$ cat src/lkt_pkg.sv
`default_nettype none

package lkt_pkg;

  localparam int ENTRIES  = 8;
  localparam int KEY_BITS = 32;
  localparam int IDX_W    = 3;
  localparam int RANK_W   = 3;
  localparam int OCC_W    = 4;
  localparam int CAP_W    = 4;

  localparam logic [CAP_W-1:0] CAP_RESET = CAP_W'(ENTRIES);

  typedef struct packed {
    logic load;
    logic decide;
    logic commit;
  } lkt_cmd_t;

endpackage

`default_nettype wire

$ cat src/lru_key_tracker_core.sv
// Fully associative LRU key tracker with eight entries. An item is taken when start is high
// and busy is low; its result (hit, evicted, evicted_key) is loaded into the result registers
// and done is high for exactly one cycle, and the receiver cannot hold it off. The key is
// latched in the idle state as the item is accepted, the lookup state registers the parallel
// tag compare and victim / free-slot selection, and the commit state updates ranks and keys
// and loads the result registers; done is registered from the commit state. busy is high in
// the lookup and commit states, so a new item cannot be taken before the last is through, but
// one can be started in the cycle that done is high. cfg_we writes the capacity register
// (values above eight act as eight, zero acts as one) and is meant for use while busy is low.
`default_nettype none

module lru_key_tracker_core
  import lkt_pkg::*;
(
  input  wire logic                clk,
  input  wire logic                rst,
  input  wire logic                start,
  output logic                     busy,
  input  wire logic [KEY_BITS-1:0] key,
  input  wire logic                cfg_we,
  input  wire logic [CAP_W-1:0]    cfg_data,
  output logic                     done,
  output logic                     hit,
  output logic                     evicted,
  output logic [KEY_BITS-1:0]      evicted_key
);

  lkt_cmd_t cmd;
  logic     start_ok;

  assign start_ok = start && !busy;

  lkt_ctrl u_ctrl (
    .clk   (clk),
    .rst   (rst),
    .start (start_ok),
    .busy  (busy),
    .done  (done),
    .cmd   (cmd)
  );

  lkt_datapath u_datapath (
    .clk         (clk),
    .rst         (rst),
    .cmd         (cmd),
    .key         (key),
    .cfg_we      (cfg_we),
    .cfg_data    (cfg_data),
    .hit         (hit),
    .evicted     (evicted),
    .evicted_key (evicted_key)
  );

  a_done_idle: assert property (@(posedge clk) disable iff (rst)
    done |-> !busy)
    else $error("result strobe while busy");

  a_accept_busy: assert property (@(posedge clk) disable iff (rst)
    start && !busy |=> busy ##1 busy ##1 done)
    else $error("item did not run through lookup and commit");

  a_hit_no_evict: assert property (@(posedge clk) disable iff (rst)
    done && hit |-> !evicted)
    else $error("eviction reported on a hit");

  a_key_zero: assert property (@(posedge clk) disable iff (rst)
    done && !evicted |-> evicted_key == '0)
    else $error("evicted key not zero without eviction");

endmodule

`default_nettype wire

$ cat src/lkt_ctrl.sv
`default_nettype none

module lkt_ctrl
  import lkt_pkg::*;
(
  input  wire logic clk,
  input  wire logic rst,
  input  wire logic start,
  output logic      busy,
  output logic      done,
  output lkt_cmd_t  cmd
);

  localparam logic [1:0] ST_IDLE   = 2'd0;
  localparam logic [1:0] ST_LOOK   = 2'd1;
  localparam logic [1:0] ST_COMMIT = 2'd2;

  logic [1:0] state;
  logic [1:0] state_next;

  always_comb begin
    state_next = state;
    cmd        = '0;
    case (state)
      ST_IDLE: begin
        if (start) begin
          cmd.load   = 1'b1;
          state_next = ST_LOOK;
        end
      end
      ST_LOOK: begin
        cmd.decide = 1'b1;
        state_next = ST_COMMIT;
      end
      ST_COMMIT: begin
        cmd.commit = 1'b1;
        state_next = ST_IDLE;
      end
      default: begin
        state_next = ST_IDLE;
      end
    endcase
  end

  always_ff @(posedge clk) begin
    if (rst) begin
      state <= ST_IDLE;
      done  <= 1'b0;
    end else begin
      state <= state_next;
      done  <= cmd.commit;
    end
  end

  assign busy = (state != ST_IDLE);

endmodule

`default_nettype wire

$ cat src/lkt_datapath.sv
`default_nettype none

module lkt_datapath
  import lkt_pkg::*;
(
  input  wire logic                clk,
  input  wire logic                rst,
  input  wire lkt_cmd_t            cmd,
  input  wire logic [KEY_BITS-1:0] key,
  input  wire logic                cfg_we,
  input  wire logic [CAP_W-1:0]    cfg_data,
  output logic                     hit,
  output logic                     evicted,
  output logic [KEY_BITS-1:0]      evicted_key
);

  logic [KEY_BITS-1:0] key_store [ENTRIES];
  logic [ENTRIES-1:0]  entry_valid;
  logic [RANK_W-1:0]   recency_rank [ENTRIES];
  logic [OCC_W-1:0]    occupancy;
  logic [CAP_W-1:0]    capacity;

  logic [KEY_BITS-1:0] key_q;

  // decision registers
  logic                d_hit;
  logic                d_evict;
  logic                d_insert;
  logic                d_age_all;
  logic [IDX_W-1:0]    d_slot;
  logic [RANK_W-1:0]   d_limit;
  logic [KEY_BITS-1:0] d_ev_key;

  logic                match_found;
  logic [IDX_W-1:0]    match_idx;
  logic                victim_found;
  logic [IDX_W-1:0]    victim_idx;
  logic [RANK_W-1:0]   victim_rank;
  logic                free_found;
  logic [IDX_W-1:0]    free_idx;
  logic [CAP_W-1:0]    eff_cap;
  logic                full;

  always_comb begin
    match_found  = 1'b0;
    match_idx    = '0;
    victim_found = 1'b0;
    victim_idx   = '0;
    victim_rank  = '0;
    free_found   = 1'b0;
    free_idx     = '0;
    for (int i = 0; i < ENTRIES; i++) begin
      if (!match_found && entry_valid[i] && key_store[i] == key_q) begin
        match_found = 1'b1;
        match_idx   = IDX_W'(i);
      end
      if (entry_valid[i] && (!victim_found || recency_rank[i] > victim_rank)) begin
        victim_found = 1'b1;
        victim_idx   = IDX_W'(i);
        victim_rank  = recency_rank[i];
      end
      if (!free_found && !entry_valid[i]) begin
        free_found = 1'b1;
        free_idx   = IDX_W'(i);
      end
    end
  end

  always_comb begin
    if (capacity == '0) begin
      eff_cap = CAP_W'(1);
    end else if (capacity > CAP_W'(ENTRIES)) begin
      eff_cap = CAP_W'(ENTRIES);
    end else begin
      eff_cap = capacity;
    end
  end

  assign full = (CAP_W'(occupancy) >= eff_cap);

  // control state
  always_ff @(posedge clk) begin
    if (rst) begin
      entry_valid <= '0;
      occupancy   <= '0;
      capacity    <= CAP_RESET;
      for (int i = 0; i < ENTRIES; i++) begin
        recency_rank[i] <= '0;
      end
    end else begin
      if (cfg_we) begin
        capacity <= cfg_data;
      end
      if (cmd.commit) begin
        for (int i = 0; i < ENTRIES; i++) begin
          if (IDX_W'(i) != d_slot && entry_valid[i] &&
              (d_age_all || recency_rank[i] < d_limit)) begin
            recency_rank[i] <= recency_rank[i] + RANK_W'(1);
          end
        end
        recency_rank[d_slot] <= '0;
        if (d_insert) begin
          entry_valid[d_slot] <= 1'b1;
          occupancy           <= occupancy + OCC_W'(1);
        end
      end
    end
  end

  // payload
  always_ff @(posedge clk) begin
    if (cmd.load) begin
      key_q <= key;
    end
    if (cmd.decide) begin
      d_hit   <= match_found;
      d_limit <= recency_rank[match_idx];
      if (match_found) begin
        d_slot    <= match_idx;
        d_age_all <= 1'b0;
        d_evict   <= 1'b0;
        d_insert  <= 1'b0;
        d_ev_key  <= '0;
      end else if (full) begin
        d_slot    <= victim_idx;
        d_age_all <= 1'b1;
        d_evict   <= 1'b1;
        d_insert  <= 1'b0;
        d_ev_key  <= key_store[victim_idx];
      end else begin
        d_slot    <= free_idx;
        d_age_all <= 1'b1;
        d_evict   <= 1'b0;
        d_insert  <= 1'b1;
        d_ev_key  <= '0;
      end
    end
    if (cmd.commit) begin
      if (!d_hit) begin
        key_store[d_slot] <= key_q;
      end
      hit         <= d_hit;
      evicted     <= d_evict;
      evicted_key <= d_ev_key;
    end
  end

endmodule

`default_nettype wire
$ cat config.mk
export PLATFORM = sky130hd
export DESIGN_NAME = lru_key_tracker_core
export DESIGN_NICKNAME = d
export VERILOG_FILES = /design/src/lkt_pkg.sv /design/src/lru_key_tracker_core.sv /design/src/lkt_ctrl.sv /design/src/lkt_datapath.sv
export SDC_FILE = /design/constraint.sdc
export NUM_CORES = 1
export LEC_CHECK = 0
export ABC_AREA = 1
export CAP_MARGIN = 0
export CORE_MARGIN = 2
export CORE_UTILIZATION = 45
export DETAILED_ROUTE_END_ITERATION = 10
export DONT_BUFFER_PORTS = 1
export RECOVER_POWER = 25
export SYNTH_ARGS = -nofsm -noshare
export SYNTH_HDL_FRONTEND = slang
export SYNTH_SLANG_ARGS = --single-unit
$ cat constraint.sdc
create_clock -name clk -period 8.8 [get_ports clk]
set_clock_uncertainty 0.05 [all_clocks]
set_input_delay 0.88 -clock clk [delete_from_list [all_inputs] [get_ports clk]]
set_output_delay 0.88 -clock clk [all_outputs]
set_load 0.03 [all_outputs]
# Yosys cells after proc, flatten, opt, wreduce, memory -nomap -nowiden
# Memories as Yosys holds them, arrays and structs flattened. A register that Yosys moved wholly into a read port is not among the register bits.
# Cells that the tools add are included.
[word_totals]
regBits = 92
mem_bits_rw = 280
output_inout_bits = 36
n_memories = 2
[op_classes]
addsub = 9
n_lt_le_gt_ge = 19
n_eq_ne = 18
muxes = 113
bitwise_logic = 10
reduce_logical = 96
[memory_table]
columns = ["memory", "depth", "word_bits", "rd", "rd_ports_with_merged_regs", "wr", "line", "source"]
rows = [
  ["u_datapath.key_store", 8, 32, 9, 1, 1, "lkt_datapath.sv:17", "logic [KEY_BITS-1:0] key_store [ENTRIES];"],
  ["u_datapath.recency_rank", 8, 3, 9, 1, 9, "lkt_datapath.sv:19", "logic [RANK_W-1:0] recency_rank [ENTRIES];"],
]
[ops]
columns = ["op", "count"]
rows = [
  ["== test 32 bit", 8],
  ["2-to-1 mux 3 bit", 29],
  ["2-to-1 mux 1 bit", 73],
  ["logical AND 1 bit", 47],
  ["zero test 1 bit", 28],
  ["adder 3 x 1 -> 3 bit (second input constant)", 8],
  ["less-than comparator 3 bit", 8],
  ["> comparator 3 bit", 7],
  ["logical OR 1 bit", 15],
  ["2-to-1 mux 2 bit", 7],
  ["!= test 3 bit (first input constant)", 4],
  ["2-to-1 mux 4 bit", 2],
  ["bitwise OR 1 bit", 8],
  ["bitwise OR 8 bit", 1],
  ["!= test 2 x 3 -> 1 bit (first input constant)", 2],
  ["adder 4 x 1 -> 4 bit (second input constant)", 1],
  ["greater-or-equal comparator 4 bit", 1],
  ["> comparator 4 bit (second input constant)", 1],
  ["zero test 4 bit", 1],
  ["less-than comparator 3 x 4 -> 1 bit (second input constant)", 1],
  ["case mux 2 bit (2 select lines)", 1],
  ["demux 1 bit (select 3 bit)", 1],
  ["greater-or-equal comparator 3 x 1 -> 1 bit (second input constant)", 1],
  ["!= test 1 x 3 -> 1 bit (first input constant)", 1],
  ["other kinds (9)", 9],
]

# Depth between registers and ports, before layout
# An unclocked memory read counts as a cell.
[depth]
ltp_word = 33
depth_mapped = 66
ltp_nobuf = 62

# By module
# Synthesis repeated with hierarchy kept, for this count alone.
[unflattened]
hier_cells = 2387
area_unflattened_um2 = 21346.7
[by_module_without_submodules]
columns = ["module", "n_inst", "cells_each", "area_per_inst_um2", "seq_area_each_um2"]
rows = [
  ["lkt_datapath", 1, 2370, 21217.8, 11731.3],
  ["lkt_ctrl", 1, 15, 118.9, 60.1],
  ["lru_key_tracker_core", 1, 2, 10.0, 0.0],
]

# Worst setup path before layout
# OpenSTA, ideal clock, no wires.
[synth_path]
kind = "reg-to-reg"
from = "reg u_datapath.entry_valid[0]"
to = "reg u_datapath.d_ev_key[31], read port of u_datapath.key_store (data pin)"
setup_ns = 0.252
t_arrival_ns = 7.660
required_time_ns = 8.498
path_slack_ns = 0.838
stages_incl_launch_ff = 64
period_less_slack_ns = 7.962
cell_sequence = "dfxtp_1 > buf_6 > nand2_1 > ha_1 > nand2_1 > o21ai_0 > nand2_1 > nand2_1 > nand2_1 > o21ai_0 > ha_1 > a21oi_1 > o21ai_0 > nand2_1 > o21ai_0 > nand2_1 > o21ai_0 > ha_1 > [... 28 more ...] > nand2_1 > nand2_1 > o21ai_0 > ha_1 > a21oi_1 > o21ai_0 > nand2_1 > o21ai_1 > nand2_1 > nand2_1 > nor2_4 > inv_2 > buf_2 > buf_6 > o21ai_0 > o21ai_0 > nand2_1 > nand2_1"
[synth_via]
elab_chain_cells = 31
elab_cells_between_ends = 80
cone_classes = "7 x order compare; 29 x mux; 44 x reduce/logical"
[synth_lines]
columns = ["item", "line", "source"]
rows = [
  ["start: declaration", "lkt_datapath.sv:18", "logic [ENTRIES-1:0] entry_valid;"],
  ["start signal: assignment", "lkt_datapath.sv:84", "entry_valid <= '0;"],
  ["start signal: indexed assignment", "lkt_datapath.sv:103", "entry_valid[d_slot] <= 1'b1;"],
  ["parallel branches: the longest is 31 deep, another holds > comparator 3 bit", "n/a", ""],
  ["end: declaration", "lkt_datapath.sv:32", "logic [KEY_BITS-1:0] d_ev_key;"],
]
# Parallel ways; which one is timed is not known.
# A chain may end at the register's enable or synchronous reset.

==> impl_results.md <==
* Die area at 0.0486 mm²
* Worst hold path startpoint: rst
* CTS tree: built
* Mean post-synth cell area at 8.95 µm²
* Last weighted congestion value of the routability-driven placer at 1.00
* Avg WL per Cell at 27.1 µm
* Syn Nets at 2448
* DRC violation count after routing at 0
* Maximum achievable frequency at 122 MHz
* Die Y at 221 µm
* Number of instances on the worst hold path at 1
* Main area contributors after synthesis: sky130_fd_sc_hd__edfxtp_1 (52%), sky130_fd_sc_hd__nand2_1 (12%), sky130_fd_sc_hd__o21ai_0 (4.8%), sky130_fd_sc_hd__inv_1 (4.4%), sky130_fd_sc_hd__dfxtp_1 (4.1%)
* CTS hold repair buffers at 0
* Final count of hold timing violations at 0
* Effective utilization at floorplan at 45.4%
* Routed length on met1 at 34200 µm
* Netlist cell types at 50
* Number of vias after detailed routing at 17800
* Overall power consumption at 4.40 mW
* R2R setup slack at 0.57 ns
* Final design utilization at 51.3%
* Fraction of final layout cells sized beyond drive strength 1 at 9.26%
* Final critical-path setup slack at 0.575 ns
* Most frequent cell on the critical path: sky130_fd_sc_hd__nand2_1
* Register cell area after layout at 0.0118 mm²
* Met3 wire length at 9240 µm
* Later-pin clock latency in the skew report at 0.61 ns
* DRT iter0 DRCs at 2481
* VDD IR-drop max at 0.188 mV
* Arrival time worst endpoint at 8.63 ns
* Area added between synthesis and finish at 12.9%
* Detailed placement HPWL at 56800 µm
* Type of the worst setup path: flip-flop to flip-flop
* Count of TritonRoute iterations in the first routing pass at 6
* Area used by multi-input combinational logic at 0.00798 mm²
* R2R Path Start: u_datapath.recency_rank[0][2]
* Clk sink count at 407
* Commonest cells after routing, fill and taps aside: sky130_fd_sc_hd__nand2_1 (673), sky130_fd_sc_hd__edfxtp_1 (364), sky130_fd_sc_hd__inv_1 (249)
* Final count of pins violating max slew at 0
* Relative slew slack at 17.7%
* Worst hold-check path type: primary input to flip-flop
* Status: completed
* Final setup violation count at 0
* FP Rows at 79
* Final worst-path cycle share at 93.5%
* Post-DRT Antenna Nets at 0
* Worst reg2reg path endpoint: u_datapath.d_ev_key[14]
* Worst stage delay on the critical path at 0.36 ns
* Max Buffers Root-to-Sink at 3
* Worst R2R Path Depth at 63
* Min Clock Period, post-route at 8.23 ns
* Count of buffers from port buffering at 0
* Largest net degree at the start of global routing at 64
* Top-area cell type share of the netlist area at 51.8%
* Clk root buf: sky130_fd_sc_hd__clkbuf_16
* Sequential-to-total area share from yosys stat at 55.9%
* Horizontal die dimension at 221 µm
* Required @ worst endpoint at 9.20 ns
* Synth area leader: sky130_fd_sc_hd__edfxtp_1
* Number of levels in the clock H-tree at 2
* Total Nets Final at 2482
* Leading cell type in the layout, fill and taps excluded: sky130_fd_sc_hd__nand2_1
* Dominant synthesized flop cell: sky130_fd_sc_hd__edfxtp_1
* Critical Path Start Type: flip-flop
* Largest driver fanout on the critical path at 8
* Final-layout fill cell count at 4339
* Slew at the pin closest to its max-slew limit at 1.24 ns
* Vias in the first global route at 16100
* Post-synth EDFFs at 364
* Clock-pin transition on the worst setup and hold timing paths at 0.06 ns
* Overall overflow remaining after global route at 0
* Met2 Wirelength at 36000 µm
* Post-Place Setup Slack at -0.140 ns
* Kind of end point of the critical path: flip-flop
* Synth Instances at 2358
* Netlist area before placement at 0.0211 mm²
* Leak at 9.72 nW
* Share of flip-flops with an asynchronous set or reset after synthesis at 0%
* Power per Cell Area at 185 mW/mm²
* Worst hold margin at 0.308 ns
* Post-synthesis sequential element count at 407
* CP max-delay cell: sky130_fd_sc_hd__dfxtp_1
* Global-route wire length before repair at 113000 µm
* Destination of the worst hold path: u_datapath.entry_valid[1]
* Core Area at 0.0465 mm²
* Overall global routing resource usage at 32.9%
* Detail-routed via count per cell at 5.87
* Synth warnings at 0
* Number of max-cap violations at 0
* Final wirelength at 82400 µm
* Inserted Clock Buffers at 46
* Unrepaired setup endpoints after global routing: yes
* Boundary pin count at 76
* Number of antenna violations at the first check in global routing at 1
* Topmost layer with routed signal wires: met4
[metal layers]
layer	up-vias	global-route usage [%]
met5	-	0
li1	8018	-
met3	163	6.69
met4	0	11.6
met2	1034	49.9
met1	8627	46.9
[synthesized netlist by cell type (25+ instances only)]
library cell and number:
sky130_fd_sc_hd__nor3_1 48, sky130_fd_sc_hd__ha_1 50, sky130_fd_sc_hd__o22ai_1 34, sky130_fd_sc_hd__buf_2 46, sky130_fd_sc_hd__inv_1 249, sky130_fd_sc_hd__a21oi_1 163
sky130_fd_sc_hd__xor2_1 37, sky130_fd_sc_hd__dfxtp_1 43, sky130_fd_sc_hd__o21ai_0 201, sky130_fd_sc_hd__nor2_1 136, sky130_fd_sc_hd__nand3_1 78, sky130_fd_sc_hd__edfxtp_1 364
sky130_fd_sc_hd__nand2_1 688, sky130_fd_sc_hd__nand4_1 32, sky130_fd_sc_hd__inv_2 28, sky130_fd_sc_hd__o21ai_1 25
[stage by stage]
| stage | TNS [ns] | cell area [µm²] | instances |
|---|---|---|---|
| 2_1_floorplan | 0 | 21100 | 2358 |
| 3_3_place_gp | 0 | 22000 | 2929 |
| 3_5_place_dp | -1.93 | 22000 | 2929 |
| 4_1_cts | 0 | 23400 | 3014 |
| 5_1_grt | -0.215 | 23800 | 3036 |
| 6_report | 0 | 23800 | 3037 |
[critical path, delay by kind of cell (launching register included)]
family          cells  cell delay [ns]
compound gates     16             1.68
fa+ha+maj           7             2.08
buf+inv             6             0.91
flops               1             0.36
simple gates       34             2.96
[sequential cells by signal (all words and copies together) (netlist names), 2 cells and up]
signal / cells
u_datapath.recency_rank: 24
u_datapath.d_slot: 3
u_datapath.d_ev_key: 32
u_datapath.key_q: 32
u_ctrl.state: 2
u_datapath.evicted_key: 32
u_datapath.d_limit: 3
u_datapath.entry_valid: 8
u_datapath.occupancy: 4
u_datapath.key_store: 256
u_datapath.capacity: 4
[area by class of cell]
cell class / count / share of cell area (%)
inverters: 281 / 4.50
well taps: 607 / 3.19
clock buffers: 59 / 5.08
multi-input cells: 1583 / 33.5
flip-flops and latches: 407 / 49.5
clock inverters: 26 / 1.11
diodes: 1 / 0.0105
repair buffers: 73 / 3.12
[how the worst max path moves through the flow]
stage | startpoint | to | slack, ns | depth (start not counted)
CTS | u_datapath.entry_valid[0] | u_datapath.d_ev_key[23] | 0.01 | 62
detailed placement | u_datapath.entry_valid[0] | u_datapath.d_ev_key[21] | -0.14 | 60
global route | u_datapath.entry_valid[0] | u_datapath.d_ev_key[23] | -0.03 | 63
global placement | u_datapath.entry_valid[0] | u_datapath.d_ev_key[21] | 0.16 | 61
finish | u_datapath.recency_rank[0][2] | u_datapath.d_ev_key[14] | 0.57 | 63
floorplan | u_datapath.entry_valid[0] | u_datapath.d_ev_key[31] | 0.84 | 63
[logic make-up after synthesis]
logic type,after synthesis,synth area share (%)
AND/OR/NAND/NOR,1026,20.3
adder cells (fa/ha/maj),50,2.96
buffers and inverters,370,7.33
XOR/XNOR,57,2.37
AO/OA/AOI/OAI,448,11.2
flip-flops,407,55.9
[what timing repair did]
| action | in CTS | in global routing |
|---|---|---|
| buffers inserted | 0 | 15 |
| pin swaps | 0 | 17 |
| gates cloned | 0 | 7 |
| resized for setup | 4 | 68 |
| setup endpoints to repair | 30 | 35 |
[report_power, final]
group / switching, mW / total (mW) / internal, mW
clock: 0.826 / 1.92 / 1.10
sequential: 0.0658 / 2.21 / 2.14
combinational: 0.196 / 0.267 / 0.0708
total: 1.09 / 4.40 / 3.31
No activity file was read; power rests on OpenSTA's default activity.
